--- src/sv/mts_pkg.sv ---
`default_nettype none
package mts_pkg;
    localparam int MaxTimers = 16;
    localparam int SlotW = $clog2(MaxTimers);
    localparam int CountW = $clog2(MaxTimers + 1);
    localparam int IdW = 16;
    localparam int PeriodW = 32;
    localparam int ElapsedW = 33;

    localparam logic [2:0] FUNC_TICK = 3'd0;
    localparam logic [2:0] FUNC_START_ONE = 3'd1;
    localparam logic [2:0] FUNC_START_REP = 3'd2;
    localparam logic [2:0] FUNC_CANCEL = 3'd3;
    localparam logic [2:0] FUNC_QUERY = 3'd4;
    localparam logic [2:0] FUNC_CLEAR = 3'd5;

    typedef enum logic [3:0] {
        ST_IDLE,
        ST_READ,
        ST_ADD,
        ST_CHECK,
        ST_DIV,
        ST_WRITE,
        ST_REPORT,
        ST_NEXT,
        ST_SUMMARY,
        ST_CMD,
        ST_RESP
    } state_t;

    // controller to datapath
    typedef struct packed {
        logic load_item;
        logic slot_clear;
        logic slot_step;
        logic do_add;
        logic div_start;
        logic do_write;
        logic do_cmd;
        logic set_report;
        logic set_summary;
        logic set_resp;
    } dp_cmd_t;

    // datapath to controller
    typedef struct packed {
        logic slot_live;
        logic due;
        logic need_div;
        logic div_done;
        logic slot_last;
    } dp_status_t;
endpackage
`default_nettype wire

--- src/sv/mts_div.sv ---
`default_nettype none
module mts_div (
    input  wire logic                           clk,
    input  wire logic                           rst_n,
    input  wire logic                           start,
    input  wire logic [mts_pkg::ElapsedW-1:0]   dividend,
    input  wire logic [mts_pkg::PeriodW-1:0]    divisor,
    output logic                                done,
    output logic [mts_pkg::ElapsedW-1:0]        quotient,
    output logic [mts_pkg::PeriodW-1:0]         remainder
);
    import mts_pkg::*;

    // restoring division, one quotient bit per cycle
    logic [ElapsedW-1:0] quo_reg;
    logic [PeriodW:0]    rem_reg;
    logic [PeriodW-1:0]  dvs_reg;
    logic [5:0]          cnt_reg;
    logic                busy_reg;
    logic [PeriodW:0]    trial;
    logic [PeriodW:0]    shifted;

    assign shifted = {rem_reg[PeriodW-1:0], quo_reg[ElapsedW-1]};
    assign trial = shifted - {1'b0, dvs_reg};

    always_ff @(posedge clk or negedge rst_n)
    begin
        if (!rst_n)
        begin
            busy_reg <= 1'b0;
            cnt_reg <= '0;
        end
        else if (start)
        begin
            busy_reg <= 1'b1;
            cnt_reg <= 6'(ElapsedW);
        end
        else if (busy_reg)
        begin
            cnt_reg <= cnt_reg - 6'd1;
            if (cnt_reg == 6'd1)
                busy_reg <= 1'b0;
        end
    end

    always_ff @(posedge clk)
    begin
        if (start)
        begin
            quo_reg <= dividend;
            rem_reg <= '0;
            dvs_reg <= divisor;
        end
        else if (busy_reg)
        begin
            if (!trial[PeriodW])
            begin
                rem_reg <= trial;
                quo_reg <= {quo_reg[ElapsedW-2:0], 1'b1};
            end
            else
            begin
                rem_reg <= shifted;
                quo_reg <= {quo_reg[ElapsedW-2:0], 1'b0};
            end
        end
    end

    assign done = !busy_reg && !start;
    assign quotient = quo_reg;
    assign remainder = rem_reg[PeriodW-1:0];
endmodule
`default_nettype wire

--- src/sv/mts_ctrl.sv ---
`default_nettype none
module mts_ctrl (
    input  wire logic                   clk,
    input  wire logic                   rst_n,
    input  wire logic                   in_valid,
    output logic                        in_stall,
    input  wire logic [2:0]             in_func,
    output logic                        out_valid,
    input  wire logic                   out_stall,
    output mts_pkg::dp_cmd_t            cmd,
    input  wire mts_pkg::dp_status_t    status
);
    import mts_pkg::*;

    state_t state_reg, state_next;
    logic   out_valid_reg, out_valid_next;
    logic   out_free;

    assign out_free = !out_valid_reg || !out_stall;
    assign out_valid = out_valid_reg;
    assign in_stall = (state_reg != ST_IDLE);

    always_ff @(posedge clk or negedge rst_n)
    begin
        if (!rst_n)
        begin
            state_reg <= ST_IDLE;
            out_valid_reg <= 1'b0;
        end
        else
        begin
            state_reg <= state_next;
            out_valid_reg <= out_valid_next;
        end
    end

    always_comb
    begin
        state_next = state_reg;
        cmd = '0;
        out_valid_next = out_valid_reg && out_stall;
        unique case (state_reg)
            ST_IDLE:
            begin
                if (in_valid)
                begin
                    cmd.load_item = 1'b1;
                    cmd.slot_clear = 1'b1;
                    state_next = (in_func == FUNC_TICK) ? ST_READ : ST_CMD;
                end
            end
            ST_READ:
                state_next = status.slot_live ? ST_ADD : ST_NEXT;
            ST_ADD:
            begin
                cmd.do_add = 1'b1;
                state_next = ST_CHECK;
            end
            ST_CHECK:
            begin
                if (!status.due)
                    state_next = ST_NEXT;
                else if (status.need_div)
                begin
                    cmd.div_start = 1'b1;
                    state_next = ST_DIV;
                end
                else
                    state_next = ST_WRITE;
            end
            ST_DIV:
                if (status.div_done)
                    state_next = ST_WRITE;
            ST_WRITE:
            begin
                cmd.do_write = 1'b1;
                state_next = ST_REPORT;
            end
            ST_REPORT:
            begin
                if (out_free)
                begin
                    cmd.set_report = 1'b1;
                    out_valid_next = 1'b1;
                    state_next = ST_NEXT;
                end
            end
            ST_NEXT:
            begin
                if (status.slot_last)
                    state_next = ST_SUMMARY;
                else
                begin
                    cmd.slot_step = 1'b1;
                    state_next = ST_READ;
                end
            end
            ST_SUMMARY:
            begin
                if (out_free)
                begin
                    cmd.set_summary = 1'b1;
                    out_valid_next = 1'b1;
                    state_next = ST_IDLE;
                end
            end
            ST_CMD:
            begin
                cmd.do_cmd = 1'b1;
                state_next = ST_RESP;
            end
            ST_RESP:
            begin
                if (out_free)
                begin
                    cmd.set_resp = 1'b1;
                    out_valid_next = 1'b1;
                    state_next = ST_IDLE;
                end
            end
            default:
                state_next = ST_IDLE;
        endcase
    end
endmodule
`default_nettype wire

--- src/sv/mts_dp.sv ---
`default_nettype none
module mts_dp (
    input  wire logic                           clk,
    input  wire logic                           rst_n,
    input  wire logic                           cfg_we,
    input  wire logic [mts_pkg::PeriodW-1:0]    cfg_wdata,
    input  wire logic [2:0]                     func,
    input  wire logic [mts_pkg::PeriodW-1:0]    period,
    input  wire logic [mts_pkg::IdW-1:0]        target_id,
    input  wire logic [mts_pkg::PeriodW-1:0]    delta,
    input  wire mts_pkg::dp_cmd_t               cmd,
    output mts_pkg::dp_status_t                 status,
    output logic                                kind,
    output logic [mts_pkg::IdW-1:0]             timer_ref,
    output logic [7:0]                          fire_count,
    output logic                                ok,
    output logic                                any_fired,
    output logic [4:0]                          live_count,
    output logic                                last
);
    import mts_pkg::*;

    logic [PeriodW-1:0]  min_period_reg;
    logic [MaxTimers-1:0] valid_reg;
    logic [IdW-1:0]      id_mem [MaxTimers];
    logic                rep_mem [MaxTimers];
    logic [PeriodW-1:0]  per_mem [MaxTimers];
    logic [ElapsedW-1:0] ela_mem [MaxTimers];
    logic [IdW-1:0]      next_id_reg;

    logic [2:0]          func_reg;
    logic [PeriodW-1:0]  period_reg;
    logic [IdW-1:0]      target_reg;
    logic [PeriodW-1:0]  delta_reg;
    logic [SlotW-1:0]    slot_reg;
    logic                any_reg;

    logic [IdW-1:0]      cur_id_reg;
    logic                cur_rep_reg;
    logic [PeriodW-1:0]  cur_per_reg;
    logic [ElapsedW-1:0] cur_ela_reg;

    logic                div_done;
    logic [ElapsedW-1:0] quo;
    logic [PeriodW-1:0]  rem;
    logic                need_div;
    logic [7:0]          cnt_sat;

    logic [CountW-1:0]   live_now;
    logic [MaxTimers-1:0] match;
    logic                free_found;
    logic [SlotW-1:0]    free_slot;
    logic                match_found;
    logic [SlotW-1:0]    match_slot;
    logic [PeriodW-1:0]  start_period;
    logic                cmd_ok;
    logic [IdW-1:0]      cmd_ref;
    logic                cmd_ok_reg;
    logic [IdW-1:0]      cmd_ref_reg;

    mts_div u_div (
        .clk      (clk),
        .rst_n    (rst_n),
        .start    (cmd.div_start),
        .dividend (cur_ela_reg),
        .divisor  (cur_per_reg),
        .done     (div_done),
        .quotient (quo),
        .remainder(rem)
    );

    assign need_div = cur_rep_reg && (cur_per_reg != '0);
    assign cnt_sat = (quo > ElapsedW'(255)) ? 8'd255 : quo[7:0];

    always_comb
    begin
        live_now = '0;
        for (int i = 0; i < MaxTimers; i++)
            live_now = live_now + CountW'(valid_reg[i]);
    end

    always_comb
    begin
        free_found = 1'b0;
        free_slot = '0;
        match_found = 1'b0;
        match_slot = '0;
        for (int i = MaxTimers - 1; i >= 0; i--)
        begin
            match[i] = valid_reg[i] && (id_mem[i] == target_reg);
            if (!valid_reg[i])
            begin
                free_found = 1'b1;
                free_slot = SlotW'(i);
            end
            if (match[i])
            begin
                match_found = 1'b1;
                match_slot = SlotW'(i);
            end
        end
    end

    always_comb
    begin
        start_period = period_reg;
        if (func_reg == FUNC_START_REP && period_reg == '0)
            start_period = (min_period_reg != '0) ? min_period_reg : PeriodW'(1);
    end

    always_comb
    begin
        cmd_ok = 1'b0;
        cmd_ref = '0;
        case (func_reg) inside
            FUNC_START_ONE, FUNC_START_REP:
            begin
                cmd_ok = free_found;
                cmd_ref = free_found ? next_id_reg : '0;
            end
            FUNC_CANCEL, FUNC_QUERY:
            begin
                cmd_ok = match_found;
                cmd_ref = target_reg;
            end
            FUNC_CLEAR:
                cmd_ok = 1'b1;
            default:
                cmd_ok = 1'b0;
        endcase
    end

    always_ff @(posedge clk or negedge rst_n)
    begin
        if (!rst_n)
        begin
            min_period_reg <= PeriodW'(1000);
            valid_reg <= '0;
            next_id_reg <= '0;
        end
        else
        begin
            if (cfg_we)
                min_period_reg <= cfg_wdata;
            if (cmd.do_write && !need_div)
                valid_reg[slot_reg] <= 1'b0;
            if (cmd.do_cmd)
            begin
                case (func_reg) inside
                    FUNC_START_ONE, FUNC_START_REP:
                        if (free_found)
                        begin
                            valid_reg[free_slot] <= 1'b1;
                            next_id_reg <= next_id_reg + IdW'(1);
                        end
                    FUNC_CANCEL:
                        if (match_found)
                            valid_reg[match_slot] <= 1'b0;
                    FUNC_CLEAR:
                        valid_reg <= '0;
                    default:
                        valid_reg <= valid_reg;
                endcase
            end
        end
    end

    // table memories and working registers
    always_ff @(posedge clk)
    begin
        if (cmd.load_item)
        begin
            func_reg <= func;
            period_reg <= period;
            target_reg <= target_id;
            delta_reg <= delta;
            slot_reg <= '0;
            any_reg <= 1'b0;
        end
        if (cmd.slot_step)
            slot_reg <= slot_reg + SlotW'(1);
        if (cmd.slot_clear || cmd.slot_step)
        begin
            cur_id_reg <= id_mem[cmd.slot_step ? slot_reg + SlotW'(1) : '0];
            cur_rep_reg <= rep_mem[cmd.slot_step ? slot_reg + SlotW'(1) : '0];
            cur_per_reg <= per_mem[cmd.slot_step ? slot_reg + SlotW'(1) : '0];
            cur_ela_reg <= ela_mem[cmd.slot_step ? slot_reg + SlotW'(1) : '0];
        end
        if (cmd.do_add)
        begin
            cur_ela_reg <= cur_ela_reg + ElapsedW'(delta_reg);
            ela_mem[slot_reg] <= cur_ela_reg + ElapsedW'(delta_reg);
        end
        if (cmd.do_write)
        begin
            any_reg <= 1'b1;
            if (need_div)
                ela_mem[slot_reg] <= ElapsedW'(rem);
        end
        if (cmd.do_cmd)
        begin
            cmd_ok_reg <= cmd_ok;
            cmd_ref_reg <= cmd_ref;
            if ((func_reg == FUNC_START_ONE || func_reg == FUNC_START_REP) && free_found)
            begin
                id_mem[free_slot] <= next_id_reg;
                rep_mem[free_slot] <= (func_reg == FUNC_START_REP);
                per_mem[free_slot] <= start_period;
                ela_mem[free_slot] <= '0;
            end
        end
        if (cmd.set_report)
        begin
            kind <= 1'b0;
            timer_ref <= cur_id_reg;
            fire_count <= need_div ? cnt_sat : 8'd1;
            ok <= 1'b0;
            any_fired <= 1'b0;
            live_count <= '0;
            last <= 1'b0;
        end
        if (cmd.set_summary)
        begin
            kind <= 1'b1;
            timer_ref <= '0;
            fire_count <= '0;
            ok <= 1'b1;
            any_fired <= any_reg;
            live_count <= 5'(live_now);
            last <= 1'b1;
        end
        if (cmd.set_resp)
        begin
            kind <= 1'b1;
            timer_ref <= cmd_ref_reg;
            fire_count <= '0;
            ok <= cmd_ok_reg;
            any_fired <= 1'b0;
            live_count <= 5'(live_now);
            last <= 1'b1;
        end
    end

    assign status.slot_live = valid_reg[slot_reg];
    assign status.due = cur_ela_reg >= ElapsedW'(cur_per_reg);
    assign status.need_div = need_div;
    assign status.div_done = div_done;
    assign status.slot_last = (slot_reg == SlotW'(MaxTimers - 1));
endmodule
`default_nettype wire

--- src/sv/multi_timer_scheduler.sv ---
`default_nettype none
// Table of 16 one-shot and repeating timers driven by commands. Commands
// other than a tick pass through a command state and a response state,
// wait out any output stall, and give one response. A tick walks the slots
// one at a time; for each due repeating timer, the elapsed count passes
// through a bit-serial divider to get the fire count and remainder. A tick
// gives a fire report per due timer, then a summary.
// New input is held off until the last result of the current one is
// registered.
module multi_timer_scheduler (
    input  wire logic        clk,
    input  wire logic        rst_n,
    input  wire logic        cfg_we,
    input  wire logic [31:0] cfg_wdata,
    input  wire logic        in_valid,
    output logic             in_stall,
    input  wire logic [2:0]  func,
    input  wire logic [31:0] period,
    input  wire logic [15:0] target_id,
    input  wire logic [31:0] delta,
    output logic             out_valid,
    input  wire logic        out_stall,
    output logic             kind,
    output logic [15:0]      timer_ref,
    output logic [7:0]       fire_count,
    output logic             ok,
    output logic             any_fired,
    output logic [4:0]       live_count,
    output logic             last
);
    import mts_pkg::*;

    dp_cmd_t    cmd;
    dp_status_t status;

    mts_ctrl u_ctrl (
        .clk      (clk),
        .rst_n    (rst_n),
        .in_valid (in_valid),
        .in_stall (in_stall),
        .in_func  (func),
        .out_valid(out_valid),
        .out_stall(out_stall),
        .cmd      (cmd),
        .status   (status)
    );

    mts_dp u_dp (
        .clk       (clk),
        .rst_n     (rst_n),
        .cfg_we    (cfg_we),
        .cfg_wdata (cfg_wdata),
        .func      (func),
        .period    (period),
        .target_id (target_id),
        .delta     (delta),
        .cmd       (cmd),
        .status    (status),
        .kind      (kind),
        .timer_ref (timer_ref),
        .fire_count(fire_count),
        .ok        (ok),
        .any_fired (any_fired),
        .live_count(live_count),
        .last      (last)
    );
endmodule
`default_nettype wire

--- config.mk ---
export PLATFORM = sky130hd
export DESIGN_NAME = multi_timer_scheduler
export DESIGN_NICKNAME = d
export VERILOG_FILES = /design/src/sv/mts_pkg.sv /design/src/sv/mts_div.sv /design/src/sv/mts_ctrl.sv /design/src/sv/mts_dp.sv /design/src/sv/multi_timer_scheduler.sv
export SDC_FILE = /design/constraint.sdc
export NUM_CORES = 2
export LEC_CHECK = 0
export BUFFER_PORTS_ARGS = -buffer_cell sky130_fd_sc_hd__buf_2
export CORE_UTILIZATION = 60
export CTS_BUF_LIST = sky130_fd_sc_hd__clkbuf_4
export DETAILED_ROUTE_END_ITERATION = 12
export PLACE_DENSITY = 0.77
export SYNTH_ARGS = -nofsm -noshare
export SYNTH_HDL_FRONTEND = slang
export SYNTH_SLANG_ARGS = --single-unit
--- constraint.sdc ---
create_clock -name clk -period 5.25 [get_ports clk]
set_input_delay 1.575 -clock clk [delete_from_list [all_inputs] [get_ports clk]]
set_output_delay 1.575 -clock clk [all_outputs]
set_load 0.005 [all_outputs]
==> results.sh <==
export IMPL_status="finished clean"
export IMPL_stdcell_area_um2=84200
export IMPL_relSlewSlack_pct=7.56
export IMPL_synth_distinct_cells=103
export IMPL_cts_setup_buffers=0
export IMPL_synth_xor_area_share_pct=3.79
export IMPL_tightest_slew_ps=1390
export IMPL_ys_seq_elements=1704
export IMPL_ys_flop_type="edfxtp_1"
export IMPL_min_period_ps=4380
export IMPL_synth_top_area_share_pct=62.8
export IMPL_synthCells=5403
export IMPL_routed_via_density=6.64
export IMPL_arrival_ps=5340
export IMPL_first_iter_violations=6811
export IMPL_cts_num_sinks=1704
export IMPL_switching_share_pct=36.0
export IMPL_synth_area_leaders="edfxtp_1 63%, mux2i_1 4.1%, o221ai_1 3.5%, xnor2_1 2.3%, dfrtp_1 2.3%"
export IMPL_wl_met2_um=98800
export IMPL_top_layer="met5"
export IMPL_synth_fa_ha_area_share_pct=2.10
export IMPL_r2r_start="u_dp.valid_reg[5]"
export IMPL_synthArstFlopShare_pct=4.46
export IMPL_synth_area_per_cell_um2=14.0
export IMPL_wl_met3_um=24200
export IMPL_r2r_end="u_dp.ela_mem[1][28]"
export IMPL_synth_top_area_cell="edfxtp_1"
export IMPL_grt_max_degree=155
export IMPL_grt_ovfl_total=0
export IMPL_rrSetupSlack_ps=870
export IMPL_grt_first_pass_wirelength_um=313000
export IMPL_setup_viol=0
export IMPL_yosys_top_cells_count="1585 x edfxtp_1, 317 x nand2_1, 309 x mux2i_1, 301 x o221ai_1, 267 x o21ai_0"
export IMPL_place_area_um2=78800
export IMPL_wl_met1_um=82500
export IMPL_die_x_um=357
export IMPL_ys_seq_area_share_pct=66.4
export IMPL_place_ws_ps=1030
export IMPL_cts_buffers=430
export IMPL_power_net_switching_mw=16.0
export IMPL_setup_slack_ps=874
export IMPL_p_int_mw=28.5
export IMPL_antenna_found_initial=9
export IMPL_hp_class="in -> async"
export IMPL_endpoint_kind="flop"
export IMPL_seqPwrFrac_pct=43.9
export IMPL_wl_per_cell_um=27.7
export IMPL_seq_area_um2=50400
export IMPL_io_buffers=154
export IMPL_first_pass_iters=8
export IMPL_clockBufferDepth=4
export IMPL_rsz0062_at_grt="false"
export IMPL_dr_total_vias=51500
export IMPL_pwr_density_cell_nw_per_um2=528
export IMPL_vdd_ir_drop_max_uv=416
export IMPL_cp_data_required_time_ps=6210
export IMPL_final_hold_viol_count=0
export IMPL_ant_nets=0
export IMPL_pwr_share_comb_pct=31.2
export IMPL_clk_pin_slew_ps=70
export IMPL_setup_tns_ps=0
export IMPL_critPathMaxFanout=18
export IMPL_track_usage_pct=33.4
export IMPL_cts_tree="yes"
export IMPL_multi_input_area_um2=23500
export IMPL_area_delta_synth_final_pct=11.1
export IMPL_synth_mux_area_share_pct=5.19
export IMPL_fillers=8754
export IMPL_nNetsFinal=6034
export IMPL_hold_buffers=0
export IMPL_syn_area_um2=75800
export IMPL_slew_violations=0
export IMPL_synth_fp_nets=5643
export IMPL_synth_compound_area_share_pct=12.7
export IMPL_ff2ff_path_depth=9
export IMPL_largestRegisters="u_dp.ela_mem (528), u_dp.per_mem (512), u_dp.id_mem (256)"
export IMPL_worstSkewPairLatency_ps=1360
export IMPL_leakagePower_nw=27.9
export IMPL_finClkSkew_ps=125
export IMPL_grt_pass1_vias=49300
export IMPL_max_flop_register="u_dp.ela_mem"
export IMPL_min_period_over_period_pct=83.4
export IMPL_hpwl_um=137000
export IMPL_ctsRootBufferMaster="clkbuf_4"
export IMPL_synth_warnings=0
export IMPL_drive_gt1_share_pct=18.6
export IMPL_cts_resized=0
export IMPL_die_area_um2=128000
export IMPL_synth_most_common_cell="edfxtp_1"
export IMPL_drc=0
export IMPL_h_tree_depth=5
export IMPL_postLayoutCoreUtil_pct=67.1
export IMPL_largest_register_ffs=528
export IMPL_critPathLaunchType="flop"
export IMPL_gp_congestion=1.02
export IMPL_coreArea_um2=125000
export IMPL_routed_wl_um=216000
export IMPL_num_io_pins=155
export IMPL_synth_simple_area_share_pct=6.72
export IMPL_start_util_pct=60.4
export IMPL_rows=130
export IMPL_die_y_um=357
export IMPL_synth_edf_count=1585
export IMPL_fmax_ghz=0.229
export IMPL_max_cap_viol_count=0
export IMPL_critical_path_class="reg -> reg"
export IMPL_clkPwrFrac_pct=24.9
export IMPL_synth_top_family_by_area="compound AO/OA/AOI/OAI gates"
## routing by layer
metal,GRT usage (%),vias to the layer above
met5,0,-
met4,16.0,4
met3,7.65,624
met2,51.2,3251
met1,45.3,25300
li1,-,22400
## metrics by stage
stage	total power, mW	instances	hold slack, ps
floorplan	28.1	5403	423
global placement	33.0	7012	451
detailed placement	33.3	7012	459
CTS	44.3	7760	211
global route	46.3	7765	253
finish	44.4	7769	301
## cells in the final DEF, fill, tap and decap left out, types with 28 or more instances in the layout
master    count
buf_2       153
nor2_4       30
o211ai_1    144
nand4_1      80
a21oi_1     178
a211o_1      31
nand2_1     316
clkinv_1     85
edfxtp_1   1585
xnor2_1     201
a21o_1       71
o22ai_1      38
dfxtp_1      43
mux2i_1     309
mux2_2       64
nor4_1       68
inv_1       120
clkbuf_4    640
xor2_1      127
ha_1        108
a211oi_1    131
nor3_1       75
nand3_1      70
o221ai_1    301
buf_4       125
o21ai_0     266
nor2b_1      47
dfrtp_1      69
nor2_1      168
a31oi_1      72
buf_12       35
nand2b_1     28
## area by class of cell
| type | count | area share (%) |
|---|---|---|
| Inverter | 126 | 0.583 |
| Tap cell | 1650 | 2.45 |
| Antenna cell | 9 | 0.0267 |
| Clock inverter | 108 | 0.695 |
| Timing Repair Buffer | 313 | 2.86 |
| Multi-Input combinational cell | 3219 | 27.9 |
| Sequential cell | 1704 | 59.8 |
| Clock buffer | 640 | 5.71 |
## power by group through the flow
stage               sequential (mW)  clock, mW  combinational, mW
floorplan                      18.9          0               9.16
global placement               19.7          0               13.3
detailed placement             19.7          0               13.6
CTS                            19.4       11.2               13.7
global route                   19.6       11.9               14.9
finish                         19.5       11.1               13.9
## critical path, stage by stage, from the launching register on
cell and delay [ps]:
dfrtp_1 510, inv_2 140, nor4_1 620, a31oi_2 200
nand2_1 350, nor3_1 110, a21oi_1 700, nand2b_1 430
nor2_4 660, buf_12 260
## worst max path at each step
stage	start	end	slack (ps)	cells after the start
after floorplan	u_dp.valid_reg[5]	u_dp.ela_mem[3][0]	590	9
after global placement	u_dp.valid_reg[0]	u_dp.live_count[2]	1080	10
after detailed placement	u_dp.valid_reg[5]	u_dp.ela_mem[1][29]	1030	9
after CTS	u_ctrl.state_reg[0]	in_stall	940	3
after global routing	u_dp.valid_reg[5]	u_dp.ela_mem[1][11]	780	9
final	u_dp.valid_reg[5]	u_dp.ela_mem[1][28]	870	9
## kinds of logic after synthesis
group                      count (synthesis)
adders and majority gates                120
muxes                                    379
DFF                                     1704
AOI/OAI and AO/OA                       1371
and+or+nand+nor                         1021
xor gates and xnor gates                 328
buffers and inverters                    480
Power figures use the tool's default switching activity.
